**config.mk**
```make
export PLATFORM = sky130hd
export DESIGN_NAME = cpu_exception_entry_sequencer
export DESIGN_NICKNAME = d
export VERILOG_FILES = /design/src/rtl/cees_pkg.sv /design/src/rtl/cpu_exception_entry_sequencer.sv /design/src/rtl/cees_decode.sv /design/src/rtl/cees_emit.sv
export SDC_FILE = /design/constraint.sdc
export NUM_CORES = 1
export LEC_CHECK = 0
export BUFFER_PORTS_ARGS = -buffer_cell sky130_fd_sc_hd__buf_2
export CAP_MARGIN = 20
export CORE_UTILIZATION = 23
export DETAILED_ROUTE_END_ITERATION = 12
export RECOVER_POWER = 100
export SLEW_MARGIN = 20
export SYNTH_ARGS = -nofsm -noshare
export SYNTH_HDL_FRONTEND = slang
export SYNTH_SLANG_ARGS = --single-unit
```
**constraint.sdc**
```tcl
create_clock -name clock -period 14.85 [get_ports clock]
set_clock_uncertainty 0.15 [all_clocks]
set_input_delay 1.485 -clock clock [delete_from_list [all_inputs] [get_ports clock]]
set_output_delay 1.485 -clock clock [all_outputs]
set_load 0.03 [all_outputs]
```
**src/rtl/cees_pkg.sv**
```systemverilog
// shared types and constants of the exception-entry sequencer
// no dependencies; imported by every module of the block
`timescale 1ns / 1ps
`default_nettype none

package cees_pkg;

   // request modes
   typedef enum logic [2:0] {
      MODE_IRQ       = 3'd0,
      MODE_BUS_ERR   = 3'd1,
      MODE_ADDR_ERR  = 3'd2,
      MODE_TRACE     = 3'd3,
      MODE_VECTOR    = 3'd4,
      MODE_SET_OVR   = 3'd5,
      MODE_CLEAR_OVR = 3'd6,
      MODE_UNUSED    = 3'd7
   } mode_type;

   // result kinds
   localparam logic [1:0] KIND_NONE  = 2'd0;
   localparam logic [1:0] KIND_WORD  = 2'd1;
   localparam logic [1:0] KIND_LONG  = 2'd2;
   localparam logic [1:0] KIND_FETCH = 2'd3;

   // frame steps, in push order
   typedef enum logic [2:0] {
      STEP_IR    = 3'd0,
      STEP_FAULT = 3'd1,
      STEP_SS    = 3'd2,
      STEP_PC    = 3'd3,
      STEP_SR    = 3'd4,
      STEP_VEC   = 3'd5
   } step_type;

   // status register layout
   localparam int SR_T1_BIT = 15;
   localparam int SR_T0_BIT = 14;
   localparam int SR_S_BIT  = 13;

   // fixed vectors and levels
   localparam logic [7:0] VEC_BUS_ERR  = 8'd2;
   localparam logic [7:0] VEC_ADDR_ERR = 8'd3;
   localparam logic [7:0] VEC_SINGLE_STEP = 8'd9;
   localparam logic [7:0] VEC_AUTO_IRQ = 8'd24;
   localparam logic [7:0] VEC_GROUP0_MAX = 8'd3;
   localparam logic [2:0] LEVEL_NMI    = 3'd7;
   localparam logic [2:0] LEVEL_OVR    = 3'd6;

   // special status word bits
   localparam logic [15:0] SS_READ       = 16'h0010;
   localparam logic [15:0] SS_SUPER_DATA = 16'h0004;

   // cycle charges
   localparam logic [5:0] CYC_GROUP0 = 6'd50;
   localparam logic [5:0] CYC_OTHER  = 6'd34;
   localparam logic [5:0] CYC_NONE   = 6'd0;

   // push sizes
   localparam logic [23:0] DEC_WORD = 24'd2;
   localparam logic [23:0] DEC_LONG = 24'd4;

   // decoded request handed from the decoder to the emitter
   typedef struct packed {
      logic        ack;         // no exception, one kind-0 result
      logic        group0;      // long frame with ir, fault address, ss
      logic [7:0]  vector;
      logic [15:0] new_sr;
      logic [23:0] a7;          // stack pointer before the first push
      logic [23:0] usp;
      logic [5:0]  cyc;
      logic [23:0] pc;
      logic [15:0] old_sr;
      logic [15:0] ir;
      logic [23:0] fault_addr;
      logic        fault_read;
   } job_type;

endpackage

`default_nettype wire

```
**src/rtl/cpu_exception_entry_sequencer.sv**
```systemverilog
// Exception-entry sequencer of a 68000-class CPU. A request is registered and
// decoded (priority check, override vector, supervisor entry and stack swap),
// then the emitter drives one result transaction per cycle while rsp_tready
// allows: an acknowledge is a single transaction, a short frame is PC, SR,
// vector fetch and a group-0 frame IR, fault address, special status, PC, SR,
// vector fetch. The emitter has a single result register; the next request is
// taken in the cycle the current one's last transaction is loaded, so frames
// follow each other with no gap while rsp_tready stays high.
// uses cees_pkg, cees_decode and cees_emit
`timescale 1ns / 1ps
`default_nettype none

module cpu_exception_entry_sequencer
   import cees_pkg::*;
(
   input  wire logic         clock,
   input  wire logic         reset,
   input  wire logic         req_tvalid,
   output logic              req_tready,
   // mode, irq_level, vector_number, status_in, pc_in, a7_in, ssp_in,
   // user_sp_in, ir_in, fault_addr, fault_was_write, zero fill
   input  wire logic [167:0] req_tdata,
   output logic              rsp_tvalid,
   input  wire logic         rsp_tready,
   // kind, bus_address, bus_data, new_status, new_a7, user_sp_out,
   // cycles_charged
   output logic [127:0]      rsp_tdata,
   output logic              rsp_tlast
);

   logic    job_valid;
   logic    job_release;
   job_type job;

   // request register and decode
   cees_decode u_decode (
      .clock       (clock),
      .reset       (reset),
      .req_tvalid  (req_tvalid),
      .req_tready  (req_tready),
      .req_tdata   (req_tdata),
      .job_release (job_release),
      .job_valid   (job_valid),
      .job         (job)
   );

   // frame emission
   cees_emit u_emit (
      .clock       (clock),
      .reset       (reset),
      .job_valid   (job_valid),
      .job         (job),
      .job_release (job_release),
      .rsp_tvalid  (rsp_tvalid),
      .rsp_tready  (rsp_tready),
      .rsp_tdata   (rsp_tdata),
      .rsp_tlast   (rsp_tlast)
   );

endmodule

`default_nettype wire

```
**src/rtl/cees_decode.sv**
```systemverilog
// request decoder: priority check, override state, supervisor entry
// uses cees_pkg; feeds one decoded job register to cees_emit
`timescale 1ns / 1ps
`default_nettype none

module cees_decode
   import cees_pkg::*;
(
   input  wire logic         clock,
   input  wire logic         reset,
   input  wire logic         req_tvalid,
   output logic              req_tready,
   input  wire logic [167:0] req_tdata,
   input  wire logic         job_release,
   output logic              job_valid,
   output job_type           job
);

   logic          job_valid_ff, job_valid_in;
   job_type       job_ff, job_in;
   logic          ovr_valid_ff, ovr_valid_in;
   logic [7:0]    ovr_vector_ff, ovr_vector_in;
   logic          accept;

   // request fields
   mode_type      mode;
   logic [2:0]    irq_level;
   logic [7:0]    vector_number;
   logic [15:0]   status_in;
   logic [23:0]   pc_in, a7_in, ssp_in, user_sp_in, fault_addr;
   logic [15:0]   ir_in;
   logic          fault_was_write;

   logic          irq_take, use_ovr, take;
   logic [7:0]    vector;
   logic [15:0]   sr_now, sr_entry;

   assign mode            = mode_type'(req_tdata[2:0]);
   assign irq_level       = req_tdata[5:3];
   assign vector_number   = req_tdata[13:6];
   assign status_in       = req_tdata[29:14];
   assign pc_in           = req_tdata[53:30];
   assign a7_in           = req_tdata[77:54];
   assign ssp_in          = req_tdata[101:78];
   assign user_sp_in      = req_tdata[125:102];
   assign ir_in           = req_tdata[141:126];
   assign fault_addr      = req_tdata[165:142];
   assign fault_was_write = req_tdata[166];

   // job register frees when its last result is loaded
   assign req_tready = !job_valid_ff || job_release;
   assign accept     = req_tvalid && req_tready;

   // interrupt priority: level 7 always, else above the mask
   assign irq_take = (irq_level != 3'd0) &&
                     ((irq_level == LEVEL_NMI) || (irq_level > status_in[10:8]));
   assign use_ovr  = (irq_level == LEVEL_OVR) && ovr_valid_ff;

   // vector and status selection per mode
   always_comb begin
      take   = 1'b0;
      vector = VEC_BUS_ERR;
      sr_now = status_in;
      unique case (mode)
         MODE_IRQ: begin
            take   = irq_take;
            vector = use_ovr ? ovr_vector_ff : VEC_AUTO_IRQ + {5'd0, irq_level};
            sr_now = {status_in[15:11], irq_level, status_in[7:0]};
         end
         MODE_BUS_ERR: begin
            take   = 1'b1;
            vector = VEC_BUS_ERR;
         end
         MODE_ADDR_ERR: begin
            take   = 1'b1;
            vector = VEC_ADDR_ERR;
         end
         MODE_TRACE: begin
            take   = 1'b1;
            vector = VEC_SINGLE_STEP;
         end
         MODE_VECTOR: begin
            take   = 1'b1;
            vector = vector_number;
         end
         default: begin
            take = 1'b0;
         end
      endcase
   end

   // supervisor entry and job assembly
   always_comb begin
      sr_entry = sr_now;
      sr_entry[SR_S_BIT]  = 1'b1;
      sr_entry[SR_T1_BIT] = 1'b0;
      sr_entry[SR_T0_BIT] = 1'b0;

      job_in            = job_ff;
      job_in.ack        = !take;
      job_in.group0     = (vector == VEC_BUS_ERR) || (vector == VEC_ADDR_ERR);
      job_in.vector     = vector;
      job_in.pc         = pc_in;
      job_in.old_sr     = status_in;
      job_in.ir         = ir_in;
      job_in.fault_addr = fault_addr;
      job_in.fault_read = !fault_was_write;
      if (!take) begin
         job_in.new_sr = status_in;
         job_in.a7     = a7_in;
         job_in.usp    = user_sp_in;
         job_in.cyc    = CYC_NONE;
      end else begin
         job_in.new_sr = sr_entry;
         job_in.a7     = sr_now[SR_S_BIT] ? a7_in : ssp_in;
         job_in.usp    = sr_now[SR_S_BIT] ? user_sp_in : a7_in;
         job_in.cyc    = (vector <= VEC_GROUP0_MAX) ? CYC_GROUP0 : CYC_OTHER;
      end
   end

   // job register handshake
   always_comb begin
      if (accept) begin
         job_valid_in = 1'b1;
      end else if (job_release) begin
         job_valid_in = 1'b0;
      end else begin
         job_valid_in = job_valid_ff;
      end
   end

   // override state updates in acceptance order
   always_comb begin
      ovr_valid_in  = ovr_valid_ff;
      ovr_vector_in = ovr_vector_ff;
      if (accept) begin
         unique case (mode)
            MODE_SET_OVR: begin
               ovr_valid_in  = 1'b1;
               ovr_vector_in = vector_number;
            end
            MODE_CLEAR_OVR: begin
               ovr_valid_in = 1'b0;
            end
            MODE_IRQ: begin
               if (irq_take && use_ovr) begin
                  ovr_valid_in = 1'b0;
               end
            end
            default: begin
               ovr_valid_in = ovr_valid_ff;
            end
         endcase
      end
   end

   // control registers
   always_ff @(posedge clock) begin
      if (reset) begin
         job_valid_ff  <= 1'b0;
         ovr_valid_ff  <= 1'b0;
         ovr_vector_ff <= 8'd0;
      end else begin
         job_valid_ff  <= job_valid_in;
         ovr_valid_ff  <= ovr_valid_in;
         ovr_vector_ff <= ovr_vector_in;
      end
   end

   // payload register
   always_ff @(posedge clock) begin
      if (accept) begin
         job_ff <= job_in;
      end
   end

   assign job_valid = job_valid_ff;
   assign job       = job_ff;

   // a held job does not change under the emitter
   a_job_hold: assert property (@(posedge clock) disable iff (reset)
      job_valid_ff && !job_release |=> $stable(job_ff) && job_valid_ff)
      else $error("job changed while held");

   // a set request leaves a valid override
   a_ovr_set: assert property (@(posedge clock) disable iff (reset)
      accept && (mode == MODE_SET_OVR) |=> ovr_valid_ff)
      else $error("override not recorded");

   // a taken level-6 interrupt consumes the override
   a_ovr_used: assert property (@(posedge clock) disable iff (reset)
      accept && (mode == MODE_IRQ) && irq_take && use_ovr |=> !ovr_valid_ff)
      else $error("override not consumed");

endmodule

`default_nettype wire

```
**src/rtl/cees_emit.sv**
```systemverilog
// frame emitter: one bus transaction per cycle into the result register
// when it is free; uses cees_pkg; takes decoded jobs from cees_decode
`timescale 1ns / 1ps
`default_nettype none

module cees_emit
   import cees_pkg::*;
(
   input  wire logic         clock,
   input  wire logic         reset,
   input  wire logic         job_valid,
   input  job_type           job,
   output logic              job_release,
   output logic              rsp_tvalid,
   input  wire logic         rsp_tready,
   output logic [127:0]      rsp_tdata,
   output logic              rsp_tlast
);

   step_type      step_ff, step_in, step_cur;
   logic          first_ff, first_in;
   logic [23:0]   cur_a7_ff, cur_a7_in;
   logic          advance, is_last;

   logic [1:0]    kind;
   logic [23:0]   dec, base_a7, bus_address;
   logic [31:0]   bus_data;
   logic [15:0]   ss_word;

   logic          rsp_valid_ff, rsp_valid_in;
   logic          rsp_last_ff;
   logic [1:0]    rsp_kind_ff;
   logic [23:0]   rsp_address_ff, rsp_a7_ff, rsp_usp_ff;
   logic [31:0]   rsp_data_ff;
   logic [15:0]   rsp_status_ff;
   logic [5:0]    rsp_cyc_ff;

   // result register loads when empty or being drained
   assign advance     = job_valid && (!rsp_valid_ff || rsp_tready);
   assign job_release = advance && is_last;

   // a new job starts at its first frame step
   assign step_cur = first_ff ? (job.group0 ? STEP_IR : STEP_PC) : step_ff;
   assign base_a7  = first_ff ? job.a7 : cur_a7_ff;
   assign ss_word  = SS_SUPER_DATA | (job.fault_read ? SS_READ : 16'h0000);

   // next step
   always_comb begin
      unique case (step_cur)
         STEP_IR:    step_in = STEP_FAULT;
         STEP_FAULT: step_in = STEP_SS;
         STEP_SS:    step_in = STEP_PC;
         STEP_PC:    step_in = STEP_SR;
         STEP_SR:    step_in = STEP_VEC;
         default:    step_in = STEP_IR;
      endcase
   end

   // transaction contents of the current step
   always_comb begin
      kind     = KIND_NONE;
      dec      = 24'd0;
      bus_data = 32'd0;
      is_last  = 1'b0;
      if (job.ack) begin
         is_last = 1'b1;
      end else begin
         unique case (step_cur)
            STEP_IR: begin
               kind     = KIND_WORD;
               dec      = DEC_WORD;
               bus_data = {16'd0, job.ir};
            end
            STEP_FAULT: begin
               kind     = KIND_LONG;
               dec      = DEC_LONG;
               bus_data = {8'd0, job.fault_addr};
            end
            STEP_SS: begin
               kind     = KIND_WORD;
               dec      = DEC_WORD;
               bus_data = {16'd0, ss_word};
            end
            STEP_PC: begin
               kind     = KIND_LONG;
               dec      = DEC_LONG;
               bus_data = {8'd0, job.pc};
            end
            STEP_SR: begin
               kind     = KIND_WORD;
               dec      = DEC_WORD;
               bus_data = {16'd0, job.old_sr};
            end
            default: begin
               kind    = KIND_FETCH;
               is_last = 1'b1;
            end
         endcase
      end
      cur_a7_in = base_a7 - dec;
      if (job.ack) begin
         bus_address = 24'd0;
      end else if (kind == KIND_FETCH) begin
         bus_address = {14'd0, job.vector, 2'b00};
      end else begin
         bus_address = cur_a7_in;
      end
   end

   // step tracking
   always_comb begin
      first_in = first_ff;
      if (advance) begin
         first_in = is_last;
      end
   end

   always_comb begin
      if (advance) begin
         rsp_valid_in = 1'b1;
      end else if (rsp_tready) begin
         rsp_valid_in = 1'b0;
      end else begin
         rsp_valid_in = rsp_valid_ff;
      end
   end

   // control registers
   always_ff @(posedge clock) begin
      if (reset) begin
         first_ff     <= 1'b1;
         step_ff      <= STEP_IR;
         rsp_valid_ff <= 1'b0;
      end else begin
         first_ff     <= first_in;
         rsp_valid_ff <= rsp_valid_in;
         if (advance) begin
            step_ff <= step_in;
         end
      end
   end

   // running stack pointer and result payload
   always_ff @(posedge clock) begin
      if (advance) begin
         cur_a7_ff      <= cur_a7_in;
         rsp_kind_ff    <= kind;
         rsp_address_ff <= bus_address;
         rsp_data_ff    <= bus_data;
         rsp_status_ff  <= job.new_sr;
         rsp_a7_ff      <= cur_a7_in;
         rsp_usp_ff     <= job.usp;
         rsp_cyc_ff     <= job.cyc;
         rsp_last_ff    <= is_last;
      end
   end

   assign rsp_tvalid = rsp_valid_ff;
   assign rsp_tlast  = rsp_last_ff;
   assign rsp_tdata  = {rsp_cyc_ff, rsp_usp_ff, rsp_a7_ff, rsp_status_ff,
                        rsp_data_ff, rsp_address_ff, rsp_kind_ff};

   // the vector fetch always closes a frame
   a_fetch_last: assert property (@(posedge clock) disable iff (reset)
      rsp_valid_ff && (rsp_kind_ff == KIND_FETCH) |-> rsp_last_ff)
      else $error("vector fetch not marked last");

   // an acknowledge is a lone, free transaction
   a_ack_shape: assert property (@(posedge clock) disable iff (reset)
      rsp_valid_ff && (rsp_kind_ff == KIND_NONE) |-> rsp_last_ff &&
      (rsp_cyc_ff == CYC_NONE))
      else $error("acknowledge malformed");

   // a job leaves only with its last transaction
   a_release_last: assert property (@(posedge clock) disable iff (reset)
      job_release |=> rsp_valid_ff && rsp_last_ff && first_ff)
      else $error("job released early");

endmodule

`default_nettype wire
```
==> results_dict.tcl <==
set metrics [dict create \
    setup.worst_path.class "in -> reg" \
    area_growth_pct 27.24 \
    drv_cap 9 \
    relSlewSlack_pct -172.5 \
    yosys.cell_count.top_type "edfxtp_1" \
    power_frac_comb_pct 11.5 \
    start_kind "primary input" \
    rsz0062_at_grt "no" \
    ir_drop_mv 0.06912 \
    maxSlewViolCount 415 \
    power_density_mw_per_mm2 141.3 \
    r2r-end "u_decode.job[79]$_DFFE_PP_" \
    min_from "u_decode.job[93]$_DFFE_PP_" \
    finalSetupViolations 0 \
    gp_congestion 0.7786 \
    cts_tree "built" \
    drt-total-wl_um 30970 \
    grt_max_degree 69 \
    status "finished with violations" \
    holdWs_ns 0.2642 \
    first_pass_iters 6 \
    rows 81 \
    crit_fanout 68 \
    power_frac_seq_pct 46.7 \
    startpoint "rsp_tready" \
    die_h_um 224.8 \
    dpl-instance-area_mm2 0.01360 \
    tightest_slew_ns 4.088 \
    h-tree-depth 2 \
    io_buffers 290 \
    synth_top_area_share_pct 69.47 \
    routed_via_density 4.305 \
    synth_edf_count 264 \
    insertion_delay_ns 0.53 \
    leakage_nw 5.069 \
    grt_util_all_layers_pct 11.88 \
    dieWidth_um 224.8 \
    cts_made_buffers 35 \
    worstPathRequired_ns 14.76 \
    r2r_slack_ns 6.39 \
    ys.warnings.count 0 \
    met3WireLength_um 1901 \
    grt_overflow 0 \
    met1_length_um 13300 \
    clockBufferDepth 3 \
    clockRootBuffer "clkbuf_16" \
    rr_startpoint "u_emit.rsp_tvalid$_SDFFE_PP0P_" \
    swShare_pct 25.27 \
    postSynth.asyncResetShare_pct 0 \
    fin_crit_ns 9.209 \
    final_cell_area_mm2 0.01452 \
    synth_seq_cells 279 \
    switchingPower_mw 0.5183 \
    clkPwrFrac_pct 41.8 \
    syn-instance-count 741 \
    grt_pass1_wl_um 44880 \
    wire_per_inst_um 17.86 \
    cts_setup_buffers 0 \
    first_iter_violations 497 \
    synthFlopType "edfxtp_1" \
    ys_seq_area_share_pct 72.10 \
    finalSetupTns_ns 0 \
    drcViolationCount 0 \
    post-route-period-util_pct 62.02 \
    clkTransAtPathRegs_ns 0.06 \
    cts_num_sinks 279 \
    hold_violations 0 \
    fp.coreArea_mm2 0.04895 \
    cts_hold_buf 0 \
    hold_path_class "reg -> reg" \
    internal_power_mw 1.533 \
    initial_core_util_pct 23.31 \
    violations "capacitance limit, slew limit" \
    drtAntennaViolNets 0 \
    ys_types 68 \
    synth_top_area_cell "edfxtp_1" \
    vias 7465 \
    endpoint_kind "flop" \
    wl_met2_um 14700 \
    cts_resized 0 \
    timing.fmax_mhz 108.6 \
    arrival_ns 9.12 \
    antenna_found_initial 6 \
    ff2ff_path_depth 7 \
    fp.dieArea_mm2 0.05051 \
    routed.top_layer "met4" \
    io-pin-count 303 \
    syn_area_per_cell_um2 15.40 \
    hpwl_um 21060 \
    grt_pass1_vias 7483 \
    nNetsFinal 1219 \
    yosys-top-cells-count "edfxtp_1, mux2_2, a21oi_1" \
    netlist_area_mm2 0.01141 \
    final_util_pct 29.67 \
    endpoint "u_decode.job[79]$_DFFE_PP_" \
    yosys-top-cells-area "edfxtp_1, mux2_2, dfxtp_1" \
    drive_above_1_share_pct 26.03 \
]
## state kept, by name, summed over array words and instances (netlist names), 2 cells and up
name / flops
u_emit.rsp_address_ff: 24
u_emit.rsp_usp_ff: 24
u_emit.rsp_data_ff: 24
u_emit.cur_a7_ff: 24
u_decode.ovr_vector_ff: 8
u_emit.rsp_status_ff: 16
u_decode.job: 147
u_emit.step_ff: 3
u_emit.rsp_kind_ff: 2
u_emit.rsp_cyc_ff: 2
## how the worst min path moves through the flow
| stage | end | slack (ns) | cells after the start |
|---|---|---|---|
| after floorplan | u_emit.rsp_cyc_ff[1]$_DFFE_PP_ | 0.25 | 0 |
| after global placement | u_emit.rsp_usp_ff[8]$_DFFE_PP_ | 0.25 | 0 |
| after detailed placement | u_emit.rsp_status_ff[10]$_DFFE_PP_ | 0.25 | 0 |
| after CTS | u_emit.rsp_cyc_ff[1]$_DFFE_PP_ | 0.27 | 0 |
| after global routing | u_emit.rsp_usp_ff[0]$_DFFE_PP_ | 0.27 | 0 |
| final | u_emit.rsp_usp_ff[6]$_DFFE_PP_ | 0.26 | 0 |
## logic make-up (layout without fill, tap and decap cells)
kind of cell / Yosys count / after routing / synth area share (%)
xor+xnor: 21 / 21 / 1.612
compound gates: 138 / 138 / 8.475
simple gates: 164 / 164 / 7.565
fa+ha+maj: 6 / 6 / 0.7236
other cells: 1 / 17 / 0.03286
flops: 279 / 279 / 72.10
buf+inv: 60 / 373 / 2.587
mux: 72 / 72 / 6.907
## per-layer routing
metal | GRT usage [%] | vias up
met2 | 19.23 | 265
met5 | 0 | -
li1 | - | 3480
met3 | 2.926 | 56
met4 | 5.464 | 0
met1 | 14.91 | 3664
## power by group through the flow
| stage | registers (mW) | logic [mW] | clock network (mW) |
|---|---|---|---|
| floorplan | 1.02 | 0.110 | 0 |
| global placement | 0.968 | 0.243 | 0 |
| detailed placement | 0.970 | 0.247 | 0 |
| CTS | 0.954 | 0.249 | 0.887 |
| global route | 0.964 | 0.257 | 0.911 |
| finish | 0.958 | 0.236 | 0.857 |
## critical path: stages
cell	delay, ns
buf_2	0.07
nand2b_1	0.11
nand2_1	0.23
clkinvlp_2	1.70
a21oi_1	0.70
nor2_4	0.26
clkbuf_1	1.77
clkbuf_1	2.69
## stage by stage
stage | power [mW] | setup slack (ns) | instances
final | 2.051 | 5.641 | 1734
after global placement | 1.212 | 9.501 | 1668
after CTS | 2.090 | 9.471 | 1728
after global routing | 2.132 | 4.850 | 1734
after detailed placement | 1.217 | 9.481 | 1668
after floorplan | 1.130 | 3.372 | 751
## cell usage in the layout (no fill, tap or decap), types with 11 or more instances in the layout
master	n
clkbuf_1	140
nor3_1	19
a222oi_1	16
a21oi_1	42
clkbuf_16	37
nor2_1	35
edfxtp_1	264
a22oi_1	11
inv_1	12
o21ai_0	22
mux2i_1	18
nand3_1	16
buf_2	162
mux2_2	49
dfxtp_1	15
xnor2_1	13
conb_1	11
nand2_1	31
## layout make-up
cell class              instances  area [um2]
diodes                          6       15.01
flip-flops and latches        279        8228
clock inverters                19       205.2
multi-input cells             412        2919
well taps                     664       830.8
inverters                      14       53.80
clock buffers                  41       940.9
repair buffers                299        1329
fillers                      5012       34430
(Power assumes the default switching activity.)
